$ cat config.mk
export PLATFORM = sky130hd
export DESIGN_NAME = bfld_ctrl_flat
export DESIGN_NICKNAME = d
export VERILOG_FILES = /design/src/hdl/bfld_pkg.sv /design/src/hdl/bfld_if.sv /design/src/hdl/bfld_ctrl.sv /design/src/flat_wrapper.sv
export SDC_FILE = /design/constraint.sdc
export NUM_CORES = 1
export LEC_CHECK = 0
export ABC_AREA = 0
export BUFFER_PORTS_ARGS = -buffer_cell sky130_fd_sc_hd__buf_2
export CORE_MARGIN = 5
export CORE_UTILIZATION = 50
export CTS_CLUSTER_SIZE = 20
export DETAILED_ROUTE_END_ITERATION = 10
export GPL_TIMING_DRIVEN = 0
export PLACE_DENSITY = 0.73
export SLEW_MARGIN = 25
export SYNTH_ARGS = -nofsm -noshare
export SYNTH_HDL_FRONTEND = slang
export SYNTH_SLANG_ARGS = --single-unit
$ cat constraint.sdc
create_clock -name clk_i -period 5.29 [get_ports clk_i]
set_input_delay 0.529 -clock clk_i [delete_from_list [all_inputs] [get_ports clk_i]]
set_output_delay 0.529 -clock clk_i [all_outputs]
set_load 0.02 [all_outputs]
$ cat src/hdl/bfld_pkg.sv
// Package with shared types and constants of the loop detector.
package bfld_pkg;

  localparam int unsigned TAPE_DEPTH_DEF    = 131072;
  localparam int unsigned PROGRAM_DEPTH_DEF = 4096;
  localparam int unsigned INPUT_DEPTH_DEF   = 4096;

  localparam int unsigned TAPE_SIZE_W  = 18;
  localparam int unsigned STEP_W       = 28;
  localparam int unsigned INDEX_W      = 12;
  localparam int unsigned CFG_DATA_W   = 28;
  localparam int unsigned CFG_IDX_W    = 1;

  localparam logic [TAPE_SIZE_W-1:0] TAPE_SIZE_RESET  = 18'd131072;
  localparam logic [STEP_W-1:0]      STEP_LIMIT_RESET = 28'd50000000;
  localparam logic [STEP_W-1:0]      STEPS_MAX        = {STEP_W{1'b1}};
  localparam logic [7:0]             CELL_PAST_END    = 8'd255;

  localparam logic [CFG_IDX_W-1:0] CFG_TAPE_SIZE  = 1'b0;
  localparam logic [CFG_IDX_W-1:0] CFG_STEP_LIMIT = 1'b1;

  typedef enum logic [1:0] {
    KIND_PROG  = 2'd0,
    KIND_INPUT = 2'd1,
    KIND_RUN   = 2'd2
  } kind_e;

  typedef enum logic [2:0] {
    SYM_PLUS  = 3'd0,
    SYM_MINUS = 3'd1,
    SYM_LEFT  = 3'd2,
    SYM_RIGHT = 3'd3,
    SYM_OPEN  = 3'd4,
    SYM_CLOSE = 3'd5,
    SYM_OUT   = 3'd6,
    SYM_IN    = 3'd7
  } sym_e;

  typedef enum logic [3:0] {
    ST_IDLE,
    ST_POP,
    ST_LINK,
    ST_CLEAR,
    ST_FETCH,
    ST_EXEC,
    ST_MATE,
    ST_LOOPRES,
    ST_REPORT
  } ctrl_state_e;

  typedef struct packed {
    logic               status;
    logic [INDEX_W-1:0] loop_open_index;
    logic [INDEX_W-1:0] loop_close_index;
    logic [STEP_W-1:0]  steps_taken;
  } result_t;

endpackage

$ cat src/hdl/bfld_if.sv
// Valid/ready channel interfaces for input and result items.
interface bfld_in_if;
  logic       valid;
  logic       ready;
  logic [1:0] kind;
  logic [2:0] symbol;
  logic [7:0] data_byte;
  modport source (output valid, kind, symbol, data_byte, input ready);
  modport sink (input valid, kind, symbol, data_byte, output ready);
endinterface


$ cat src/hdl/bfld_ctrl.sv
// Sequencer for program loading, bracket linking, tape clearing and execution.
module bfld_ctrl
  import bfld_pkg::*;
#(
  parameter int unsigned TAPE_DEPTH    = TAPE_DEPTH_DEF,
  parameter int unsigned PROGRAM_DEPTH = PROGRAM_DEPTH_DEF,
  parameter int unsigned INPUT_DEPTH   = INPUT_DEPTH_DEF,
  localparam int unsigned TW  = (TAPE_DEPTH > 1) ? $clog2(TAPE_DEPTH) : 1,
  localparam int unsigned IW  = $clog2(PROGRAM_DEPTH),
  localparam int unsigned NW  = (INPUT_DEPTH > 1) ? $clog2(INPUT_DEPTH) : 1,
  localparam int unsigned PEW = IW + 4
) (
  input  logic                   clk_i,
  input  logic                   rst_ni,
  bfld_in_if.sink                in_i,
  input  logic [TAPE_SIZE_W-1:0] tape_size_i,
  input  logic [STEP_W-1:0]      step_limit_i,
  output logic                   res_valid_o,
  input  logic                   res_ready_i,
  output result_t                res_o,
  output logic                   p_we_o,
  output logic [IW-1:0]          p_waddr_o,
  output logic [PEW-1:0]         p_wdata_o,
  output logic [IW-1:0]          p_raddr_o,
  input  logic [PEW-1:0]         p_rdata_i,
  output logic                   s_we_o,
  output logic [IW-1:0]          s_waddr_o,
  output logic [IW-1:0]          s_wdata_o,
  output logic [IW-1:0]          s_raddr_o,
  input  logic [IW-1:0]          s_rdata_i,
  output logic                   i_we_o,
  output logic [NW-1:0]          i_waddr_o,
  output logic [7:0]             i_wdata_o,
  output logic [NW-1:0]          i_raddr_o,
  input  logic [7:0]             i_rdata_i,
  output logic                   t_we_o,
  output logic [TW-1:0]          t_waddr_o,
  output logic [7:0]             t_wdata_o,
  output logic [TW-1:0]          t_raddr_o,
  input  logic [7:0]             t_rdata_i
);

  ctrl_state_e state_q, state_d;
  logic [IW:0]   prog_len_q, prog_len_d;
  logic [NW:0]   in_len_q, in_len_d;
  logic [IW:0]   sdepth_q, sdepth_d;
  logic [IW:0]   pc_q, pc_d;
  logic [TW-1:0] ptr_q, ptr_d;
  logic [NW:0]   in_pos_q, in_pos_d;
  logic [STEP_W-1:0] steps_q, steps_d;
  logic          ov_q, ov_d;
  logic [IW-1:0] outer_q, outer_d;
  logic [TW:0]   size_q, size_d;
  logic [TW-1:0] clr_q, clr_d;
  logic [IW-1:0] at_q, at_d;
  logic [IW-1:0] open_q, open_d;
  result_t       res_q, res_d;

  logic [31:0]   ts32;
  logic [31:0]   outer32;
  logic [31:0]   mate32;
  logic [2:0]    e_sym;
  logic          e_matched;
  logic [IW-1:0] e_mate;
  logic [STEP_W-1:0] steps_n;
  logic [TW:0]   ptr_inc;
  logic [IW-1:0] at_w;

  assign ts32      = 32'(tape_size_i);
  assign outer32   = 32'(outer_q);
  assign mate32    = 32'(p_rdata_i[IW-1:0]);
  assign e_sym     = p_rdata_i[IW+3:IW+1];
  assign e_matched = p_rdata_i[IW];
  assign e_mate    = p_rdata_i[IW-1:0];
  assign steps_n   = (steps_q == STEPS_MAX) ? steps_q : steps_q + 1'b1;
  assign ptr_inc   = {1'b0, ptr_q} + 1'b1;
  assign at_w      = prog_len_q[IW-1:0];

  assign res_o       = res_q;
  assign res_valid_o = (state_q == ST_REPORT);
  assign in_i.ready  = (state_q == ST_IDLE);

  always_ff @(posedge clk_i or negedge rst_ni) begin
    if (!rst_ni) begin
      state_q    <= ST_IDLE;
      prog_len_q <= '0;
      in_len_q   <= '0;
      sdepth_q   <= '0;
      ov_q       <= 1'b0;
    end else begin
      state_q    <= state_d;
      prog_len_q <= prog_len_d;
      in_len_q   <= in_len_d;
      sdepth_q   <= sdepth_d;
      ov_q       <= ov_d;
    end
  end

  always_ff @(posedge clk_i) begin
    pc_q     <= pc_d;
    ptr_q    <= ptr_d;
    in_pos_q <= in_pos_d;
    steps_q  <= steps_d;
    outer_q  <= outer_d;
    size_q   <= size_d;
    clr_q    <= clr_d;
    at_q     <= at_d;
    open_q   <= open_d;
    res_q    <= res_d;
  end

  always_comb begin
    state_d    = state_q;
    prog_len_d = prog_len_q;
    in_len_d   = in_len_q;
    sdepth_d   = sdepth_q;
    pc_d       = pc_q;
    ptr_d      = ptr_q;
    in_pos_d   = in_pos_q;
    steps_d    = steps_q;
    ov_d       = ov_q;
    outer_d    = outer_q;
    size_d     = size_q;
    clr_d      = clr_q;
    at_d       = at_q;
    open_d     = open_q;
    res_d      = res_q;
    p_we_o     = 1'b0;
    p_waddr_o  = at_w;
    p_wdata_o  = {in_i.symbol, 1'b0, {IW{1'b0}}};
    p_raddr_o  = pc_q[IW-1:0];
    s_we_o     = 1'b0;
    s_waddr_o  = sdepth_q[IW-1:0];
    s_wdata_o  = at_w;
    s_raddr_o  = sdepth_q[IW-1:0] - 1'b1;
    i_we_o     = 1'b0;
    i_waddr_o  = in_len_q[NW-1:0];
    i_wdata_o  = in_i.data_byte;
    i_raddr_o  = in_pos_q[NW-1:0];
    t_we_o     = 1'b0;
    t_waddr_o  = ptr_q;
    t_wdata_o  = t_rdata_i;
    t_raddr_o  = ptr_q;

    case (state_q)
      ST_IDLE: begin
        if (in_i.valid) begin
          case (in_i.kind)
            KIND_PROG: begin
              if (prog_len_q < (IW+1)'(PROGRAM_DEPTH)) begin
                prog_len_d = prog_len_q + 1'b1;
                if (in_i.symbol == SYM_CLOSE && sdepth_q != '0) begin
                  // The partner index comes from the stack in the pop state that follows.
                  sdepth_d = sdepth_q - 1'b1;
                  at_d     = at_w;
                  state_d  = ST_POP;
                end else begin
                  p_we_o = 1'b1;
                  if (in_i.symbol == SYM_OPEN) begin
                    s_we_o   = 1'b1;
                    sdepth_d = sdepth_q + 1'b1;
                  end
                end
              end
            end
            KIND_INPUT: begin
              if (in_len_q < (NW+1)'(INPUT_DEPTH)) begin
                i_we_o   = 1'b1;
                in_len_d = in_len_q + 1'b1;
              end
            end
            KIND_RUN: begin
              if (ts32 == 32'd0) begin
                size_d = (TW+1)'(1);
              end else if (ts32 > TAPE_DEPTH) begin
                size_d = (TW+1)'(TAPE_DEPTH);
              end else begin
                size_d = (TW+1)'(ts32);
              end
              clr_d    = '0;
              pc_d     = '0;
              ptr_d    = '0;
              in_pos_d = '0;
              steps_d  = '0;
              ov_d     = 1'b0;
              state_d  = ST_CLEAR;
            end
            default: begin
            end
          endcase
        end
      end
      ST_POP: begin
        p_we_o    = 1'b1;
        p_waddr_o = at_q;
        p_wdata_o = {SYM_CLOSE, 1'b1, s_rdata_i};
        open_d    = s_rdata_i;
        state_d   = ST_LINK;
      end
      ST_LINK: begin
        p_we_o    = 1'b1;
        p_waddr_o = open_q;
        p_wdata_o = {SYM_OPEN, 1'b1, at_q};
        state_d   = ST_IDLE;
      end
      ST_CLEAR: begin
        t_we_o    = 1'b1;
        t_waddr_o = clr_q;
        t_wdata_o = 8'd0;
        if ({1'b0, clr_q} == size_q - 1'b1) begin
          state_d = ST_FETCH;
        end else begin
          clr_d = clr_q + 1'b1;
        end
      end
      ST_FETCH: begin
        if (pc_q >= prog_len_q) begin
          res_d.status           = 1'b0;
          res_d.loop_open_index  = '0;
          res_d.loop_close_index = '0;
          res_d.steps_taken      = steps_q;
          state_d                = ST_REPORT;
        end else begin
          state_d = ST_EXEC;
        end
      end
      ST_EXEC: begin
        steps_d = steps_n;
        pc_d    = pc_q + 1'b1;
        state_d = ST_FETCH;
        case (e_sym)
          SYM_PLUS: begin
            t_we_o    = 1'b1;
            t_wdata_o = t_rdata_i + 8'd1;
          end
          SYM_MINUS: begin
            t_we_o    = 1'b1;
            t_wdata_o = t_rdata_i - 8'd1;
          end
          SYM_LEFT: begin
            ptr_d = (ptr_q == '0) ? TW'(size_q - 1'b1) : ptr_q - 1'b1;
          end
          SYM_RIGHT: begin
            ptr_d = (ptr_inc >= size_q) ? '0 : ptr_inc[TW-1:0];
          end
          SYM_OPEN: begin
            if (e_matched) begin
              if (!ov_q) begin
                ov_d    = 1'b1;
                outer_d = pc_q[IW-1:0];
              end
              if (steps_n >= step_limit_i) begin
                pc_d    = pc_q;
                state_d = ST_MATE;
              end else if (t_rdata_i == 8'd0) begin
                pc_d = {1'b0, e_mate};
              end
            end
          end
          SYM_CLOSE: begin
            if (e_matched) begin
              if (t_rdata_i != 8'd0) begin
                pc_d = {1'b0, e_mate};
              end else if (ov_q && outer_q == e_mate) begin
                ov_d = 1'b0;
              end
            end
          end
          SYM_IN: begin
            t_we_o = 1'b1;
            if (in_pos_q < in_len_q) begin
              t_wdata_o = i_rdata_i;
              in_pos_d  = in_pos_q + 1'b1;
            end else begin
              t_wdata_o = CELL_PAST_END;
            end
          end
          default: begin
          end
        endcase
      end
      ST_MATE: begin
        p_raddr_o = outer_q;
        state_d   = ST_LOOPRES;
      end
      ST_LOOPRES: begin
        res_d.status           = 1'b1;
        res_d.loop_open_index  = outer32[INDEX_W-1:0];
        res_d.loop_close_index = mate32[INDEX_W-1:0];
        res_d.steps_taken      = steps_q;
        state_d                = ST_REPORT;
      end
      ST_REPORT: begin
        if (res_ready_i) begin
          prog_len_d = '0;
          in_len_d   = '0;
          sdepth_d   = '0;
          state_d    = ST_IDLE;
        end
      end
      default: begin
        state_d = ST_IDLE;
      end
    endcase
  end

endmodule

$ cat src/flat_wrapper.sv
// flat-port wrapper written by rule: the top's interface ports become plain ports
module bfld_ctrl_flat import bfld_pkg::*;
#(
  parameter int unsigned TAPE_DEPTH    = TAPE_DEPTH_DEF,
  parameter int unsigned PROGRAM_DEPTH = PROGRAM_DEPTH_DEF,
  parameter int unsigned INPUT_DEPTH   = INPUT_DEPTH_DEF,
  localparam int unsigned TW  = (TAPE_DEPTH > 1) ? $clog2(TAPE_DEPTH) : 1,
  localparam int unsigned IW  = $clog2(PROGRAM_DEPTH),
  localparam int unsigned NW  = (INPUT_DEPTH > 1) ? $clog2(INPUT_DEPTH) : 1,
  localparam int unsigned PEW = IW + 4
)
  (clk_i, rst_ni, tape_size_i, step_limit_i, res_valid_o, res_ready_i, res_o, p_we_o, p_waddr_o, p_wdata_o, p_raddr_o, p_rdata_i, s_we_o, s_waddr_o, s_wdata_o, s_raddr_o, s_rdata_i, i_we_o, i_waddr_o, i_wdata_o, i_raddr_o, i_rdata_i, t_we_o, t_waddr_o, t_wdata_o, t_raddr_o, t_rdata_i, in_i_valid, in_i_kind, in_i_symbol, in_i_data_byte, in_i_ready);
  bfld_in_if in_i_i ();
  input  logic clk_i;
  input  logic rst_ni;
  input  logic [TAPE_SIZE_W-1:0] tape_size_i;
  input  logic [STEP_W-1:0] step_limit_i;
  output logic res_valid_o;
  input  logic res_ready_i;
  output result_t res_o;
  output logic p_we_o;
  output logic [IW-1:0] p_waddr_o;
  output logic [PEW-1:0] p_wdata_o;
  output logic [IW-1:0] p_raddr_o;
  input  logic [PEW-1:0] p_rdata_i;
  output logic s_we_o;
  output logic [IW-1:0] s_waddr_o;
  output logic [IW-1:0] s_wdata_o;
  output logic [IW-1:0] s_raddr_o;
  input  logic [IW-1:0] s_rdata_i;
  output logic i_we_o;
  output logic [NW-1:0] i_waddr_o;
  output logic [7:0] i_wdata_o;
  output logic [NW-1:0] i_raddr_o;
  input  logic [7:0] i_rdata_i;
  output logic t_we_o;
  output logic [TW-1:0] t_waddr_o;
  output logic [7:0] t_wdata_o;
  output logic [TW-1:0] t_raddr_o;
  input  logic [7:0] t_rdata_i;
  input wire logic [$bits(in_i_i.valid)-1:0] in_i_valid;
  input wire logic [$bits(in_i_i.kind)-1:0] in_i_kind;
  input wire logic [$bits(in_i_i.symbol)-1:0] in_i_symbol;
  input wire logic [$bits(in_i_i.data_byte)-1:0] in_i_data_byte;
  output wire logic [$bits(in_i_i.ready)-1:0] in_i_ready;
  assign in_i_i.valid = in_i_valid;
  assign in_i_i.kind = in_i_kind;
  assign in_i_i.symbol = in_i_symbol;
  assign in_i_i.data_byte = in_i_data_byte;
  assign in_i_ready = in_i_i.ready;
  bfld_ctrl #(.TAPE_DEPTH(TAPE_DEPTH), .PROGRAM_DEPTH(PROGRAM_DEPTH), .INPUT_DEPTH(INPUT_DEPTH)) u_core (.clk_i(clk_i), .rst_ni(rst_ni), .in_i(in_i_i), .tape_size_i(tape_size_i), .step_limit_i(step_limit_i), .res_valid_o(res_valid_o), .res_ready_i(res_ready_i), .res_o(res_o), .p_we_o(p_we_o), .p_waddr_o(p_waddr_o), .p_wdata_o(p_wdata_o), .p_raddr_o(p_raddr_o), .p_rdata_i(p_rdata_i), .s_we_o(s_we_o), .s_waddr_o(s_waddr_o), .s_wdata_o(s_wdata_o), .s_raddr_o(s_raddr_o), .s_rdata_i(s_rdata_i), .i_we_o(i_we_o), .i_waddr_o(i_waddr_o), .i_wdata_o(i_wdata_o), .i_raddr_o(i_raddr_o), .i_rdata_i(i_rdata_i), .t_we_o(t_we_o), .t_waddr_o(t_waddr_o), .t_wdata_o(t_wdata_o), .t_raddr_o(t_raddr_o), .t_rdata_i(t_rdata_i));
endmodule
==> results of run 1 <==
## synth_stat cells, types with 12 or more instances
cell      instances  area, sq um
edfxtp_1        195         5856
nand2_1         149        559.3
nor2_1          126        473.0
ha_1             99         1239
inv_1            95        356.6
xnor2_1          87        762.0
and2_1           76        475.5
xor2_1           70        613.1
o21ai_0          67        335.3
a21oi_1          62        310.3
nand3_1          61        305.3
clkbuf_1         58        217.7
buf_4            56        420.4
dfrtp_1          44         1101
nor3_1           41        205.2
nand4_1          27        168.9
and3_1           26        162.7
nand2b_1         24        150.1
a21o_1           20        150.1
o21ai_1          18        90.09
nor4_1           17        106.4
a31oi_1          16        100.1
nor2b_1          15        93.84
a22o_1           13        113.9
a22oi_1          13        97.59
or3_1            13        81.33
o31ai_1          12        90.09
## per-layer routing
metal  track usage, %  wire, um
met1            34.46     19700
met2            39.87     21030
met3            4.074      3760
met4            7.791      1641
met5                0        35
## where the power goes
part	internal, mW	leakage, nW	switching [mW]
sequential	2.02	2.27	0.00483
clock	1.05	0.422	0.762
combinational	0.0966	5.53	0.129
total	3.16	8.23	0.896
## cell families (layout without fill, tap and decap cells)
| logic type | after synthesis | count (layout) | synth area share, % |
|---|---|---|---|
| multiplexers | 18 | 18 | 1.218 |
| buffers and inverters | 215 | 574 | 6.416 |
| adder cells (fa/ha/maj) | 101 | 101 | 7.977 |
| XOR/XNOR | 160 | 160 | 8.999 |
| AND/OR/NAND/NOR | 634 | 634 | 20.41 |
| flip-flops | 239 | 239 | 43.40 |
| other | 0 | 3 | 0 |
| AO/OA/AOI/OAI | 288 | 288 | 11.58 |
## what timing repair did
| action | 4_1_cts | 5_1_grt |
|---|---|---|
| gates resized for setup | 0 | 2 |
| endpoints found under the hold margin | 0 | 0 |
| endpoints found under the setup margin | 0 | 13 |
## final timing paths
kind,cells past startpoint,end,slack (ns),from
setup / recovery,13,u_core.pc_q[1],0.43,u_core.steps_q[14]
hold / removal,1,u_core.sdepth_q[2],-0.02,rst_ni
setup reg to reg,13,u_core.pc_q[1],0.43,u_core.steps_q[14]
hold reg to reg,0,u_core.res_o[10],0.49,u_core.steps_q[10]
max in group asynchronous,1,u_core.prog_len_q[7],4.88,rst_ni
min in group clk_i,1,u_core.open_q[9],0.18,s_rdata_i[9]
## critical path, cell delays in order (launching register included)
cell,delay [ns]
edfxtp_1,0.44
and4_1,0.32
and4_1,0.30
nand4_1,0.36
or3_1,0.43
clkbuf_1,0.23
nand2_1,0.11
ha_1,0.24
a21o_1,0.16
a21o_1,0.18
a2111oi_0,0.55
o211ai_1,0.20
o21ai_1,0.39
and2_1,0.58
## through the flow
step | setup TNS, ns | hold slack (ns) | cells | power, mW | worst slack (ns)
2_1_floorplan | 0 | 0.2334 | 1655 | 2.182 | 0.7956
3_3_place_gp | -29.97 | 0.4678 | 2363 | 2.276 | -0.5695
3_5_place_dp | 0 | 0.4721 | 2368 | 2.283 | 0.3732
4_1_cts | 0 | 0.1618 | 2416 | 4.082 | 0.3060
5_1_grt | 0 | 0.02088 | 2419 | 4.174 | 0.06807
6_report | 0 | -0.02192 | 2419 | 4.054 | 0.4332
## area by class of cell
type	instances	area [sq um]	share of cell area (%)
inverters	95	356.6	1.869
multi-input cells	1201	8108	42.50
flip-flops and latches	239	6957	36.46
diodes	3	7.507	0.03935
clock inverters	6	43.79	0.2295
repair buffers	311	1619	8.486
clock buffers	42	810.8	4.250
well taps	402	503.0	2.636
plain buffers	120	673.1	3.528
## registers in the layout (all words and copies together) (netlist names)
register / count
u_core.at_q: 12
u_core.outer_q: 12
u_core.prog_len_q: 13
u_core.state_q: 4
u_core.in_len_q: 13
u_core.t_raddr_o: 17
u_core.open_q: 12
u_core.steps_q: 28
u_core.res_o: 53
u_core.pc_q: 13
u_core.in_pos_q: 13
u_core.clr_q: 17
u_core.ov_q: 1
u_core.size_q: 18
u_core.sdepth_q: 13
==> results.cfg, run 1 <==
[clocking]
cts_buffer_depth = 3
cts_tree = yes
cts-htree-levels = 1
cts-buffers-inserted = 26
clock-root-buffer = clkbuf_16
clk_latency_ns = 0.54
cts.sinks = 239
postCtsSetupRepairBufs = 0
path_clk_slew_ns = 0.06
hold_buffers = 0

[synthesis]
ys_seq_area_share_pct = 43.40
synth_enable_flop_cells = 195
avgSynthCellArea_sq_um = 9.686
async_flop_share_pct = 18.41
yosys_warnings = 0
synth_area_sq_um = 16030
synth_top_flop_cell = edfxtp_1
netlist_instances = 1655
ys_types = 76
synth_nets = 1863
synth_seq_cells = 239

[timing]
slew_violations = 0
tightest_slew_ns = 0.8888
relSlewSlack_pct = 39.81
max_freq_ghz = 0.2059
rsz0062_at_grt = false
setup_viol = 0
min_period_ns = 4.857
hold_ws_ns = -0.02192
fin_skew_ns = 0.01173
finalCritPeriodShare_pct = 91.81
hold_viol = 13

[drt]
drtIter0Drc = 1294
num_vias = 13763
ant_nets = 0
vias_per_cell = 5.690
routedWlPerCell_um = 19.08
drc = 0
wl_mm = 46.16
first_pass_iters = 5

[final_layout]
fin_util_pct = 60.30
drive_above_1_share_pct = 22.59
final_common_cell = buf_2
layout_common_cells = buf_2, edfxtp_1, nand2_1, nor2_1, ha_1
post-route-cell-area_sq_um = 19080
n_fill_cell = 2690
synthToLayoutAreaGrowth_pct = 19.01
fin_nets = 2202

[setup_path]
cp.arrival_ns = 5.03
cp-start-kind = register
crit_path_end_kind = register
critPathRequiredTime_ns = 5.46
cp_max_fo = 13
worst-setup-path-type = register to register

[power_and_ir_drop]
cellLeakagePower_nw = 8.226
peakVddDrop_uv = 209.5
power_density_nw_per_um2 = 212.5

[floorplan]
num_rows = 65
design.die.area_sq_um = 35740
die_height_um = 189.1
io-pin-count = 316
start_util_pct = 50.67
core_area_sq_um = 31640
die_x_um = 189.1

[placed_design]
place.gp.congestion = 0.9303
placed_area_sq_um = 18190
dp_hpwl_mm = 35.92
port_buffers = 306

[global_routing]
grt_start_max_net_pins = 45
grt.overflow.total = 0
grt_pass1_wl_mm = 72.15
antenna_found_initial = 6
grt_usage_pct = 24.75
grt_pass1_vias = 13427

[job]
drv_cap = 0

[run_status]
status = finished with violations
violations = hold timing

[worst_hold_path]
hold_class = input pin to async pin
(Power assumes the default switching activity.)
==> inputs of run 2 (changes only) <==
--- a/config.mk
+++ b/config.mk
@@ -12,7 +12,7 @@
 export CTS_CLUSTER_SIZE = 20
 export DETAILED_ROUTE_END_ITERATION = 10
 export GPL_TIMING_DRIVEN = 0
-export PLACE_DENSITY = 0.73
+export PLACE_DENSITY = 0.78
 export SLEW_MARGIN = 25
 export SYNTH_ARGS = -nofsm -noshare
 export SYNTH_HDL_FRONTEND = slang
==> run 2 against run 1 <==
  * The run now ends clean
  * Routed wire length up 2.2%
  * Worst hold slack better by 0.19 ns
  * Sequential cell count unchanged
  * Sequential share of layout area down 0.13 points
  * Largest cell class unchanged
==> results.cfg, run 2 (synthesized netlist as in run 1, its figures left out) <==
[drt]
routedWlPerCell_um = 19.45
ant_nets = 0
vias_per_cell = 5.763
wl_mm = 47.19
drtIter0Drc = 1219
num_vias = 13981
drc = 0
first_pass_iters = 5

[clocking]
cts-htree-levels = 1
path_clk_slew_ns = 0.06
cts_tree = yes
cts.sinks = 239
clk_latency_ns = 0.55
cts-buffers-inserted = 27
cts_buffer_depth = 3
cts_resized = 0
clock-root-buffer = clkbuf_16

[final_layout]
drive_above_1_share_pct = 22.40
final_common_cell = buf_2
largest_register_ffs = 53
layout_common_cells = buf_2, edfxtp_1, nand2_1, nor2_1, ha_1
synthToLayoutAreaGrowth_pct = 19.44
fin_nets = 2205

[setup_path]
worst-setup-path-type = register to register
cp.arrival_ns = 5.23
crit_path_end_kind = register
critPathRequiredTime_ns = 5.56
critPathMaxStageDelay_ns = 0.86
crit_top_cell = clkbuf_1
cp-start-kind = register
cp_slowest_cell = o311ai_1
cp_max_fo = 10
cp_cell_sequence = clkbuf_1 -> and3_1 -> nand3_1 -> nor2_1 -> and3_1 -> clkbuf_1 -> nand3_1 -> xor2_1 -> inv_1 -> ha_1 -> o21a_1 -> o21ai_0 -> and2_1 -> o311ai_1 -> clkbuf_1 -> nand2b_1 -> o31ai_1

[power_and_ir_drop]
power_frac_seq_pct = 48.3
p_sw_uw = 931.7
p_int_mw = 3.252
netSwitchingFraction_pct = 22.27
p_clk_share_pct = 46.3
cellLeakagePower_nw = 8.251
power.combinational.fraction_pct = 5.4
power_density_nw_per_um2 = 218.5
peakVddDrop_uv = 231.5

[timing]
min_period_ns = 4.959
hold_viol = 0
fin_setup_tns_ns = 0
setup_viol = 0
max_freq_ghz = 0.2017
hold_ws_ns = 0.1655
tightest_slew_ns = 1.006
rsz0062_at_grt = false
slew_violations = 0
fin_skew_ns = 0.01214
relSlewSlack_pct = 31.89
finalCritPeriodShare_pct = 93.74

[floorplan]
num_rows = 65
die_height_um = 189.1
start_util_pct = 50.67
design.die.area_sq_um = 35740
core_area_sq_um = 31640
io-pin-count = 316
die_x_um = 189.1

[worst_hold_path]
hold_class = input pin to register

[global_routing]
grt.overflow.total = 0
grt_usage_pct = 25.21
grt_start_max_net_pins = 30
grt_pass1_wl_mm = 73.18
antenna_found_initial = 9
grt_pass1_vias = 13507

[run_status]
status = finished clean

[placed_design]
port_buffers = 306
place.gp.congestion = 0.9276
dp_hpwl_mm = 36.73

[job]
drv_cap = 0
## run 2: cell types whose count changed in the layout (fill, tap and decap cells not counted), sizes merged
cell         delta
diode           +3
clkbuf         -11
dlygate4sd3     +1
buf             +1
clkinv          +8
inv             +1
bufinv          +4
## run 2: worst paths after layout
| check | slack (ns) | depth (start not counted) | startpoint | to |
|---|---|---|---|---|
| worst max-delay path | 0.33 | 17 | u_core.t_raddr_o[3] | u_core.t_raddr_o[2] |
| worst min-delay path | 0.17 | 1 | s_rdata_i[6] | u_core.open_q[6] |
| worst max register to register | 0.33 | 17 | u_core.t_raddr_o[3] | u_core.t_raddr_o[2] |
| worst min register to register | 0.49 | 0 | u_core.steps_q[10] | u_core.res_o[10] |
| max in group asynchronous | 4.28 | 3 | rst_ni | u_core.prog_len_q[2] |
| min in group asynchronous | 0.49 | 2 | rst_ni | u_core.in_len_q[4] |
## run 2: through the flow
step	cell area, sq um	instances	setup slack, ns	util [%]	power [mW]
after detailed placement	18200	2369	0.1508	57.53	2.285
after global placement	18060	2363	-0.5018	57.10	2.275
final	19150	2426	0.3311	60.52	4.184
after CTS	19120	2420	0.1125	60.43	4.213
after global routing	19150	2426	0.05051	60.52	4.306
after floorplan	16030	1655	0.7956	-	2.182
## run 2: worst max-delay path, delay by kind of cell (launching register included)
family          cells  cell delay, ns
flops               1            0.37
simple gates        7            1.41
fa+ha+maj           1            0.27
compound gates      4            1.17
buf+inv             4            1.19
xor+xnor            1            0.24
## run 2: layout make-up
| class | count | area (sq um) |
|---|---|---|
| Antenna cell | 6 | 15.01 |
| Buffer | 120 | 673.1 |
| Clock buffer | 31 | 690.7 |
| Clock inverter | 19 | 216.5 |
| Fill cell | 2699 | 12490 |
| Inverter | 95 | 356.6 |
| Multi-Input combinational cell | 1201 | 8092 |
| Sequential cell | 239 | 6957 |
| Tap cell | 402 | 503.0 |
| Timing Repair Buffer | 313 | 1643 |
## run 2: layer usage
metal	share of wire [%]	track usage (%)
met1	41	34.39
met2	47	41.41
met3	8.0	3.503
met4	3.8	8.969
met5	0.10	0
## run 2: power by group through the flow
stage               combinational (mW)  sequential, mW  clock (mW)
floorplan                        0.124            2.06           0
detailed placement               0.225            2.06           0
global placement                 0.215            2.06           0
finish                           0.227            2.02        1.94
CTS                              0.227            2.02        1.97
global route                     0.251            2.02        2.03
## run 2: timing repair
action,CTS,global route
hold buffers,1,0
endpoints found under the setup margin,0,0
setup buffers,0,0
hold endpoints to repair,20,0
